`src/rtl/lcdr_pkg.sv`:
```
package lcdr_pkg;

	localparam int LCDR_COLUMNS = 16;

	localparam logic [7:0] SPACE_CODE = 8'h20;
	localparam logic [7:0] CMD_LINE0  = 8'h80;
	localparam logic [7:0] CMD_LINE1  = 8'hC0;

	localparam int INIT_LEN = 14;
	localparam logic [3:0] INIT_LAST  = 4'(INIT_LEN - 1);
	localparam logic [1:0] REF_LAST   = 2'd3;

	typedef enum logic [1:0] {
		REQ_STORE = 2'd0,
		REQ_PAD   = 2'd1,
		REQ_TICK  = 2'd2,
		REQ_INIT  = 2'd3
	} lcdr_req_t;

	typedef enum logic [1:0] {
		WAIT_40US  = 2'd0,
		WAIT_150US = 2'd1,
		WAIT_2MS   = 2'd2,
		WAIT_5MS   = 2'd3
	} lcdr_wait_t;

	localparam logic RS_CMD  = 1'b0;
	localparam logic RS_DATA = 1'b1;

	typedef struct packed {
		logic [1:0] req_type;
		logic       text_line;
		logic [3:0] text_column;
		logic [7:0] char_code;
	} lcdr_in_t;

	typedef struct packed {
		logic [3:0] bus_nibble;
		logic       reg_select;
		logic [1:0] wait_code;
		logic       last_nibble;
	} lcdr_out_t;

	typedef struct packed {
		logic cap;
		logic rd_cur;
		logic rd_ref;
		logic wr_store;
		logic wr_space;
		logic adv_ref;
		logic load;
		logic sel_init;
	} lcdr_cmd_t;

	typedef struct packed {
		logic dirty;
		logic cur_in_range;
		logic out_free;
		logic ref_last;
		logic init_last;
	} lcdr_stat_t;

	typedef enum logic [2:0] {
		S_IDLE,
		S_STORE_RD,
		S_STORE_WR,
		S_PAD_RD,
		S_PAD_WR,
		S_REF_RD,
		S_REF_EMIT,
		S_INIT
	} lcdr_state_t;

	function automatic lcdr_out_t init_word(input logic [3:0] idx);
		lcdr_out_t w;
		w.reg_select  = RS_CMD;
		w.last_nibble = 1'b0;
		w.wait_code   = WAIT_40US;
		w.bus_nibble  = 4'h0;
		unique case (idx)
			4'd0: begin
				w.bus_nibble = 4'h3;
				w.wait_code  = WAIT_5MS;
			end
			4'd1, 4'd2: begin
				w.bus_nibble = 4'h3;
				w.wait_code  = WAIT_150US;
			end
			4'd3: begin
				w.bus_nibble = 4'h2;
				w.wait_code  = WAIT_150US;
			end
			4'd4:  w.bus_nibble = 4'h2;
			4'd5:  w.bus_nibble = 4'h8;
			4'd6:  w.bus_nibble = 4'h0;
			4'd7:  w.bus_nibble = 4'h8;
			4'd8:  w.bus_nibble = 4'h0;
			4'd9: begin
				w.bus_nibble = 4'h1;
				w.wait_code  = WAIT_2MS;
			end
			4'd10: w.bus_nibble = 4'h0;
			4'd11: w.bus_nibble = 4'h6;
			4'd12: w.bus_nibble = 4'h0;
			4'd13: begin
				w.bus_nibble  = 4'hC;
				w.last_nibble = 1'b1;
			end
			default: w.bus_nibble = 4'h0;
		endcase
		return w;
	endfunction

endpackage

```
`src/rtl/lcdr_datapath.sv`:
```
module lcdr_datapath import lcdr_pkg::*; #(
	parameter int COLUMNS = LCDR_COLUMNS
) (
	input  logic       clk,
	input  logic       arst_n,
	input  lcdr_in_t   cmd_word,
	input  lcdr_cmd_t  cmd,
	output lcdr_stat_t stat,
	output logic       nib_valid,
	input  logic       nib_stall,
	output lcdr_out_t  nib_word
);

	localparam int DEPTH = 2 * COLUMNS;
	localparam int AW = $clog2(DEPTH);
	localparam int CW = $clog2(COLUMNS + 1);
	localparam int RW = $clog2(COLUMNS);

	logic [7:0]       mem [DEPTH];
	logic [DEPTH-1:0] vld_q;
	logic [7:0]       rd_q;
	logic             rd_vld_q;
	logic [7:0]       rd_data;

	logic             line_q;
	logic [CW-1:0]    cur_q;
	logic [7:0]       char_q;
	logic [RW-1:0]    ref_col_q;
	logic             ref_line_q;
	logic             dirty_q;
	logic [3:0]       step_q;
	logic             out_valid_q;
	lcdr_out_t        out_q;

	logic [AW-1:0]    cur_addr;
	logic [AW-1:0]    ref_addr;
	logic [AW-1:0]    rd_addr;
	logic             wr_en;
	logic [7:0]       wr_data;
	logic [7:0]       cmd_byte;
	lcdr_out_t        ref_word;

	assign cur_addr = line_q ? AW'(COLUMNS) + AW'(cur_q) : AW'(cur_q);
	assign ref_addr = ref_line_q ? AW'(COLUMNS) + AW'(ref_col_q) : AW'(ref_col_q);
	assign rd_addr  = cmd.rd_ref ? ref_addr : cur_addr;
	assign rd_data  = rd_vld_q ? rd_q : SPACE_CODE;
	assign wr_en    = cmd.wr_store | cmd.wr_space;
	assign wr_data  = cmd.wr_space ? SPACE_CODE : char_q;
	assign cmd_byte = (ref_line_q ? CMD_LINE1 : CMD_LINE0) + 8'(ref_col_q);

	always_comb begin
		ref_word.wait_code   = WAIT_40US;
		ref_word.last_nibble = 1'b0;
		case (step_q[1:0])
			2'd0: begin
				ref_word.bus_nibble = cmd_byte[7:4];
				ref_word.reg_select = RS_CMD;
			end
			2'd1: begin
				ref_word.bus_nibble = cmd_byte[3:0];
				ref_word.reg_select = RS_CMD;
			end
			2'd2: begin
				ref_word.bus_nibble = rd_data[7:4];
				ref_word.reg_select = RS_DATA;
			end
			default: begin
				ref_word.bus_nibble  = rd_data[3:0];
				ref_word.reg_select  = RS_DATA;
				ref_word.last_nibble = 1'b1;
			end
		endcase
	end

	always_ff @(posedge clk) begin
		if (wr_en) begin
			mem[cur_addr] <= wr_data;
		end
		if (cmd.rd_cur | cmd.rd_ref) begin
			rd_q <= mem[rd_addr];
		end
		if (cmd.cap) begin
			char_q <= cmd_word.char_code;
		end
		if (cmd.load) begin
			out_q <= cmd.sel_init ? init_word(step_q) : ref_word;
		end
	end

	always_ff @(posedge clk or negedge arst_n) begin
		if (!arst_n) begin
			vld_q       <= '0;
			rd_vld_q    <= 1'b0;
			line_q      <= 1'b0;
			cur_q       <= '0;
			ref_col_q   <= '0;
			ref_line_q  <= 1'b0;
			dirty_q     <= 1'b0;
			step_q      <= '0;
			out_valid_q <= 1'b0;
		end else begin
			if (cmd.rd_cur | cmd.rd_ref) begin
				rd_vld_q <= vld_q[rd_addr];
			end
			if (wr_en) begin
				vld_q[cur_addr] <= 1'b1;
				if (rd_data != wr_data) begin
					dirty_q <= 1'b1;
				end
			end
			if (cmd.cap) begin
				line_q <= cmd_word.text_line;
				cur_q  <= CW'(cmd_word.text_column);
				step_q <= '0;
			end else if (cmd.wr_space) begin
				cur_q <= cur_q + CW'(1);
			end else if (cmd.load) begin
				step_q <= step_q + 4'd1;
			end
			if (cmd.adv_ref) begin
				if (ref_col_q == RW'(COLUMNS - 1)) begin
					ref_col_q <= '0;
					if (ref_line_q) begin
						ref_line_q <= 1'b0;
						dirty_q    <= 1'b0;
					end else begin
						ref_line_q <= 1'b1;
					end
				end else begin
					ref_col_q <= ref_col_q + RW'(1);
				end
			end
			if (cmd.load) begin
				out_valid_q <= 1'b1;
			end else if (!nib_stall) begin
				out_valid_q <= 1'b0;
			end
		end
	end

	assign stat.dirty        = dirty_q;
	assign stat.cur_in_range = cur_q < CW'(COLUMNS);
	assign stat.out_free     = !out_valid_q || !nib_stall;
	assign stat.ref_last     = step_q[1:0] == REF_LAST;
	assign stat.init_last    = step_q == INIT_LAST;

	assign nib_valid = out_valid_q;
	assign nib_word  = out_q;

	a_adv_needs_dirty: assert property (@(posedge clk) disable iff (!arst_n)
		cmd.adv_ref |-> dirty_q)
		else $error("refresh position advanced while the buffer was clean");

	a_write_in_range: assert property (@(posedge clk) disable iff (!arst_n)
		(wr_en || cmd.rd_cur) |-> stat.cur_in_range)
		else $error("buffer access outside the line");

	a_dirty_clear_src: assert property (@(posedge clk) disable iff (!arst_n)
		$fell(dirty_q) |-> $past(cmd.adv_ref) && !$past(ref_line_q) == 1'b0)
		else $error("changed flag cleared outside the end of a refresh pass");

	a_load_when_free: assert property (@(posedge clk) disable iff (!arst_n)
		cmd.load |-> stat.out_free)
		else $error("output register overwritten while a word waits");

endmodule

```
`src/rtl/lcdr_ctrl.sv`:
```
module lcdr_ctrl import lcdr_pkg::*; (
	input  logic       clk,
	input  logic       arst_n,
	input  logic       cmd_valid,
	output logic       cmd_stall,
	input  logic [1:0] req_type,
	input  lcdr_stat_t stat,
	output lcdr_cmd_t  cmd
);

	lcdr_state_t state_q;
	lcdr_state_t state_d;
	logic        accept;

	assign cmd_stall = state_q != S_IDLE;
	assign accept    = cmd_valid && !cmd_stall;

	always_ff @(posedge clk or negedge arst_n) begin
		if (!arst_n) begin
			state_q <= S_IDLE;
		end else begin
			state_q <= state_d;
		end
	end

	always_comb begin
		state_d = state_q;
		cmd     = '0;
		unique case (state_q)
			S_IDLE: begin
				if (accept) begin
					cmd.cap = 1'b1;
					unique case (lcdr_req_t'(req_type))
						REQ_STORE: state_d = S_STORE_RD;
						REQ_PAD:   state_d = S_PAD_RD;
						REQ_TICK:  state_d = stat.dirty ? S_REF_RD : S_IDLE;
						REQ_INIT:  state_d = S_INIT;
						default:   state_d = S_IDLE;
					endcase
				end
			end
			S_STORE_RD: begin
				if (stat.cur_in_range) begin
					cmd.rd_cur = 1'b1;
					state_d    = S_STORE_WR;
				end else begin
					state_d = S_IDLE;
				end
			end
			S_STORE_WR: begin
				cmd.wr_store = 1'b1;
				state_d      = S_IDLE;
			end
			S_PAD_RD: begin
				if (stat.cur_in_range) begin
					cmd.rd_cur = 1'b1;
					state_d    = S_PAD_WR;
				end else begin
					state_d = S_IDLE;
				end
			end
			S_PAD_WR: begin
				cmd.wr_space = 1'b1;
				state_d      = S_PAD_RD;
			end
			S_REF_RD: begin
				cmd.rd_ref = 1'b1;
				state_d    = S_REF_EMIT;
			end
			S_REF_EMIT: begin
				if (stat.out_free) begin
					cmd.load = 1'b1;
					if (stat.ref_last) begin
						cmd.adv_ref = 1'b1;
						state_d     = S_IDLE;
					end
				end
			end
			S_INIT: begin
				cmd.sel_init = 1'b1;
				if (stat.out_free) begin
					cmd.load = 1'b1;
					if (stat.init_last) begin
						state_d = S_IDLE;
					end
				end
			end
			default: state_d = S_IDLE;
		endcase
	end

	a_emit_needs_dirty: assert property (@(posedge clk) disable iff (!arst_n)
		(state_q == S_REF_RD || state_q == S_REF_EMIT) |-> stat.dirty)
		else $error("refresh nibbles sent while the buffer was clean");

endmodule

```
`src/rtl/char_lcd_refresh_controller_top.sv`:
```
// Channel   Handshake             Word         Direction
// cmd       cmd_valid/cmd_stall   lcdr_in_t    request into the block
// nib       nib_valid/nib_stall   lcdr_out_t   one bus nibble out of the block
//
// A store reads the cell and then writes it (beyond the line it does neither),
// a pad reads and writes a space per cell walked, a dirty tick reads its cell
// and an init starts at once; both load one nibble per cycle unless nib stalls.
// Reset clears the shadow buffer to spaces at once through per-cell valid bits.
// A stall on nib holds the nibble in progress; cmd is stalled until the
// request in work has finished, but not while its last nibble waits.
module char_lcd_refresh_controller_top import lcdr_pkg::*; #(
	parameter int COLUMNS = LCDR_COLUMNS
) (
	input  logic      clk,
	input  logic      arst_n,
	input  logic      cmd_valid,
	output logic      cmd_stall,
	input  lcdr_in_t  cmd_word,
	output logic      nib_valid,
	input  logic      nib_stall,
	output lcdr_out_t nib_word
);

	lcdr_cmd_t  cmd;
	lcdr_stat_t stat;

	lcdr_ctrl u_ctrl (
		.clk       (clk),
		.arst_n    (arst_n),
		.cmd_valid (cmd_valid),
		.cmd_stall (cmd_stall),
		.req_type  (cmd_word.req_type),
		.stat      (stat),
		.cmd       (cmd)
	);

	lcdr_datapath #(
		.COLUMNS (COLUMNS)
	) u_datapath (
		.clk       (clk),
		.arst_n    (arst_n),
		.cmd_word  (cmd_word),
		.cmd       (cmd),
		.stat      (stat),
		.nib_valid (nib_valid),
		.nib_stall (nib_stall),
		.nib_word  (nib_word)
	);

endmodule
```
`config.mk`:
```
export PLATFORM = sky130hd
export DESIGN_NAME = char_lcd_refresh_controller_top
export DESIGN_NICKNAME = d
export VERILOG_FILES = /design/src/rtl/lcdr_pkg.sv /design/src/rtl/lcdr_datapath.sv /design/src/rtl/lcdr_ctrl.sv /design/src/rtl/char_lcd_refresh_controller_top.sv
export SDC_FILE = /design/constraint.sdc
export NUM_CORES = 1
export LEC_CHECK = 0
export ABC_AREA = 0
export BUFFER_PORTS_ARGS = -buffer_cell sky130_fd_sc_hd__buf_2
export CAP_MARGIN = 20
export CORE_MARGIN = 5
export CORE_UTILIZATION = 55
export CTS_CLUSTER_SIZE = 40
export DETAILED_ROUTE_END_ITERATION = 8
export GPL_ROUTABILITY_DRIVEN = 0
export HOLD_SLACK_MARGIN = 0.03
export PLACE_DENSITY = 0.68
export SLEW_MARGIN = 20
export SYNTH_ARGS = -nofsm -noshare
export SYNTH_HDL_FRONTEND = slang
export SYNTH_HIERARCHICAL = 1
export SYNTH_SLANG_ARGS = --single-unit
```
`constraint.sdc`:
```
create_clock -name clk -period 6.8 [get_ports clk]
set_clock_uncertainty 0.15 [all_clocks]
set_input_delay 0.34 -clock clk [delete_from_list [all_inputs] [get_ports clk]]
set_output_delay 0.34 -clock clk [all_outputs]
set_load 0.02 [all_outputs]
```
==> results_dict.tcl <==
set metrics [dict create \
    power_mw 7.405 \
    synthToLayoutAreaGrowth_pct 12.27 \
    wl_per_cell_microns 25.27 \
    die_h_microns 170.8 \
    nets 1000 \
    period_share 0.5358 \
    drt_first_pass_iters 5 \
    setup_viol 0 \
    clk_pin_slew_ns 0.06 \
    required_ns 6.91 \
    post_cts.repair.setup_buffers 0 \
    p_int_mw 4.839 \
    worst_pin_slew_ns 1.071 \
    num_rows 58 \
    relSlewSlack 0.2836 \
    routed_wl_mm 33.59 \
    coreArea_sq_um 25330 \
    hpwl_mm 20.79 \
    synthTopCellsByCount "edfxtp_1, nor2_1, nand2_1" \
    cp_cell_sequence "nand2_1 > nor2_2 > buf_4 > nand2b_1 > nand2_4 > mux4_2 > a22oi_1 > o311a_1 > a22oi_1" \
    grt_pass1_wl_mm 51.52 \
    synthXorXnorAreaFrac 0.009241 \
    hold_viol 0 \
    synth_ff_type "edfxtp_1" \
    clk_latency_ns 0.51 \
    start_util 0.5613 \
    drtAntennaViolNets 0 \
    cts_buffers 36 \
    grt_pass1_vias 8206 \
    synth_area_leaders "edfxtp_1, dfrtp_1, mux4_2" \
    ys_warn_count 6 \
    h-tree-depth 2 \
    cp-startpoint "u_ctrl/state_q[0]" \
    syn_area_sq_um 14220 \
    syn_area_per_cell_sq_um 15.39 \
    status "finished, final reports clean" \
    synth_top_area_cell "edfxtp_1" \
    io_buffers 28 \
    swShare 0.3465 \
    rsz0062_at_grt "false" \
    crit_arrival_ns 3.75 \
    slowest_delay_ns 0.54 \
    grt_usage 0.2345 \
    overflow 0 \
    setup_tns_ns 0 \
    grt_max_degree 54 \
    antenna_found_initial 0 \
    muxShareOfSynthArea 0.09655 \
    crit_top_cell "a22oi_1" \
    rr_worst_depth 9 \
    yosysUniqueCellTypes 70 \
    clock-sinks 333 \
    drive_gt1_frac 0.2062 \
    worst_path_dominant_cell_family "simple AND/OR/NAND/NOR gates" \
    synth_edf_count 280 \
    boundaryPins 29 \
    crit_type "reg -> reg" \
    cap_violations 0 \
    synthSimpleGateAreaFrac 0.08572 \
    peakVddDrop_v 0.0002540 \
    synth_fa_ha_area_frac 0.007921 \
    min_from "cmd_word[14]" \
    cts_tree "built" \
    synthCells 924 \
    p_leak_nw 5.470 \
    yosys.area.top_type_share 0.5914 \
    holdCritPathClass "in -> reg" \
    pwr_density_cell_nw_per_um2 464.0 \
    antenna_cells 0 \
    async_flop_share 0.1592 \
    synth.most_common_cell "edfxtp_1" \
    clockPowerShare 0.259 \
    synth.ff_latch_count 333 \
    detail_route.vias_per_cell 6.338 \
    drt_iter0_drc 925 \
    cp_slowest_cell "dfrtp_1" \
    drv_slew 0 \
    end_kind "flop" \
    comb_power_share 0.349 \
    hold_path_depth 4 \
    die_x_microns 170.8 \
    r2r-start "u_ctrl/state_q[0]" \
    startpoint_type "flop" \
    ys_seq_area_frac 0.6847 \
    cp.depth 9 \
    p_switching_mw 2.566 \
    drc 0 \
    syn-num-nets 952 \
    num_vias 8423 \
    p_seq_frac 0.392 \
    synth_compound_area_frac 0.09171 \
    period_minus_slack_ns 3.644 \
    crit_buf_inv 1 \
    max_freq_mhz 274.4 \
    dieArea_sq_um 29160 \
    cts_root_buffer "clkbuf_16" \
    path_max_fanout 51 \
    cts.path.max_buffers 3 \
    synth_top_family_by_area "multiplexers" \
]
-- placed cells by master, fill, tap and decap left out, types with 6 or more instances in the layout --
cell type | Yosys | final
edfxtp_1 | 280 | 280
nor2_1 | 64 | 62
nand2_1 | 60 | 60
a21oi_1 | 55 | 55
dfrtp_1 | 53 | 53
mux4_2 | 49 | 49
clkbuf_16 | 0 | 38
a22oi_1 | 34 | 34
or2_2 | 34 | 34
buf_2 | 18 | 28
o21ai_0 | 26 | 26
nand2b_1 | 21 | 21
dlygate4sd3_1 | 0 | 16
buf_4 | 4 | 16
clkbuf_1 | 21 | 12
inv_1 | 11 | 11
xnor2_1 | 10 | 10
a211o_1 | 10 | 10
mux2i_1 | 10 | 9
o22ai_1 | 9 | 9
ha_1 | 9 | 9
nor2b_1 | 15 | 8
a22o_1 | 8 | 8
a31oi_1 | 8 | 8
nand4_1 | 8 | 8
nor2b_2 | 0 | 7
nand3_1 | 7 | 7
or3_1 | 6 | 6
o311a_1 | 6 | 6
-- registers in the layout, indices dropped and copies added (netlist names), 3 cells and up --
signal / flops
u_ctrl/state_q: 3
u_datapath/char_q: 8
u_datapath/cur_q: 5
u_datapath/mem: 256
u_datapath/nib_word: 8
u_datapath/rd_q: 8
u_datapath/ref_col_q: 4
u_datapath/step_q: 4
u_datapath/vld_q: 32
-- area by class of cell --
cell class	count	area (sq um)
sequential	333	9734
fill	1810	9366
multi-input combinational	527	4177
clock buffer	51	1010
timing repair buffer	60	420.4
tap	330	412.9
clock inverter	14	153.9
inverter	14	52.55
-- stage by stage --
step                      hold WS (ns)  utilization  instances  area, sq um  setup slack (ns)
after floorplan                -0.1056            -        924        14220             3.660
after global placement          0.2958       0.5777       1248        14630             3.091
after detailed placement        0.3001       0.5778       1248        14630             3.187
after CTS                      0.08954       0.6300       1329        15960             3.079
after global routing            0.1346       0.6302       1329        15960             2.957
final                           0.1043       0.6302       1329        15960             3.156
-- layer usage --
layer,GRT usage,routed length [microns],up-vias
met5,0,0,-
met4,0.06840,866,0
met3,0.03697,2661,57
met2,0.3564,15490,414
met1,0.3569,14560,4256
li1,-,-,3696
-- timing repair --
item,CTS,global route
hold buffers,16,0
gates resized for setup,0,0
endpoints found under the hold margin,68,0
endpoints found under the setup margin,0,0
-- final timing paths --
path	end	slack [ns]
worst max register to register	u_datapath/rd_q[1]	3.16
worst min-delay path	u_ctrl/state_q[2]	0.10
worst max-delay path	u_datapath/rd_q[1]	3.16
max in group asynchronous	u_datapath/vld_q[22]	5.60
worst min register to register	u_datapath/vld_q[22]	0.31
min in group asynchronous	u_datapath/cur_q[0]	0.37
-- logic make-up after synthesis --
| family | count (synthesis) |
|---|---|
| compound gates | 192 |
| xor+xnor | 15 |
| fa+ha+maj | 9 |
| buf+inv | 64 |
| flops | 333 |
| mux | 69 |
| simple gates | 242 |
-- worst min-delay path, delay by kind of cell --
family / cells / cell delay [ns]
buffers and inverters: 1 / 0.08
AOI/OAI and AO/OA: 2 / 0.22
and+or+nand+nor: 1 / 0.09
-- power groups by stage --
| stage | Clock [mW] | Combinational (mW) | Sequential [mW] |
|---|---|---|---|
| final | 1.92 | 2.59 | 2.90 |
| after global routing | 2.04 | 2.77 | 2.94 |
| after detailed placement | 0 | 2.54 | 2.93 |
| after global placement | 0 | 2.50 | 2.92 |
| after floorplan | 0 | 1.89 | 2.82 |
| after CTS | 1.94 | 2.56 | 2.89 |
(Power assumes the default switching activity.)
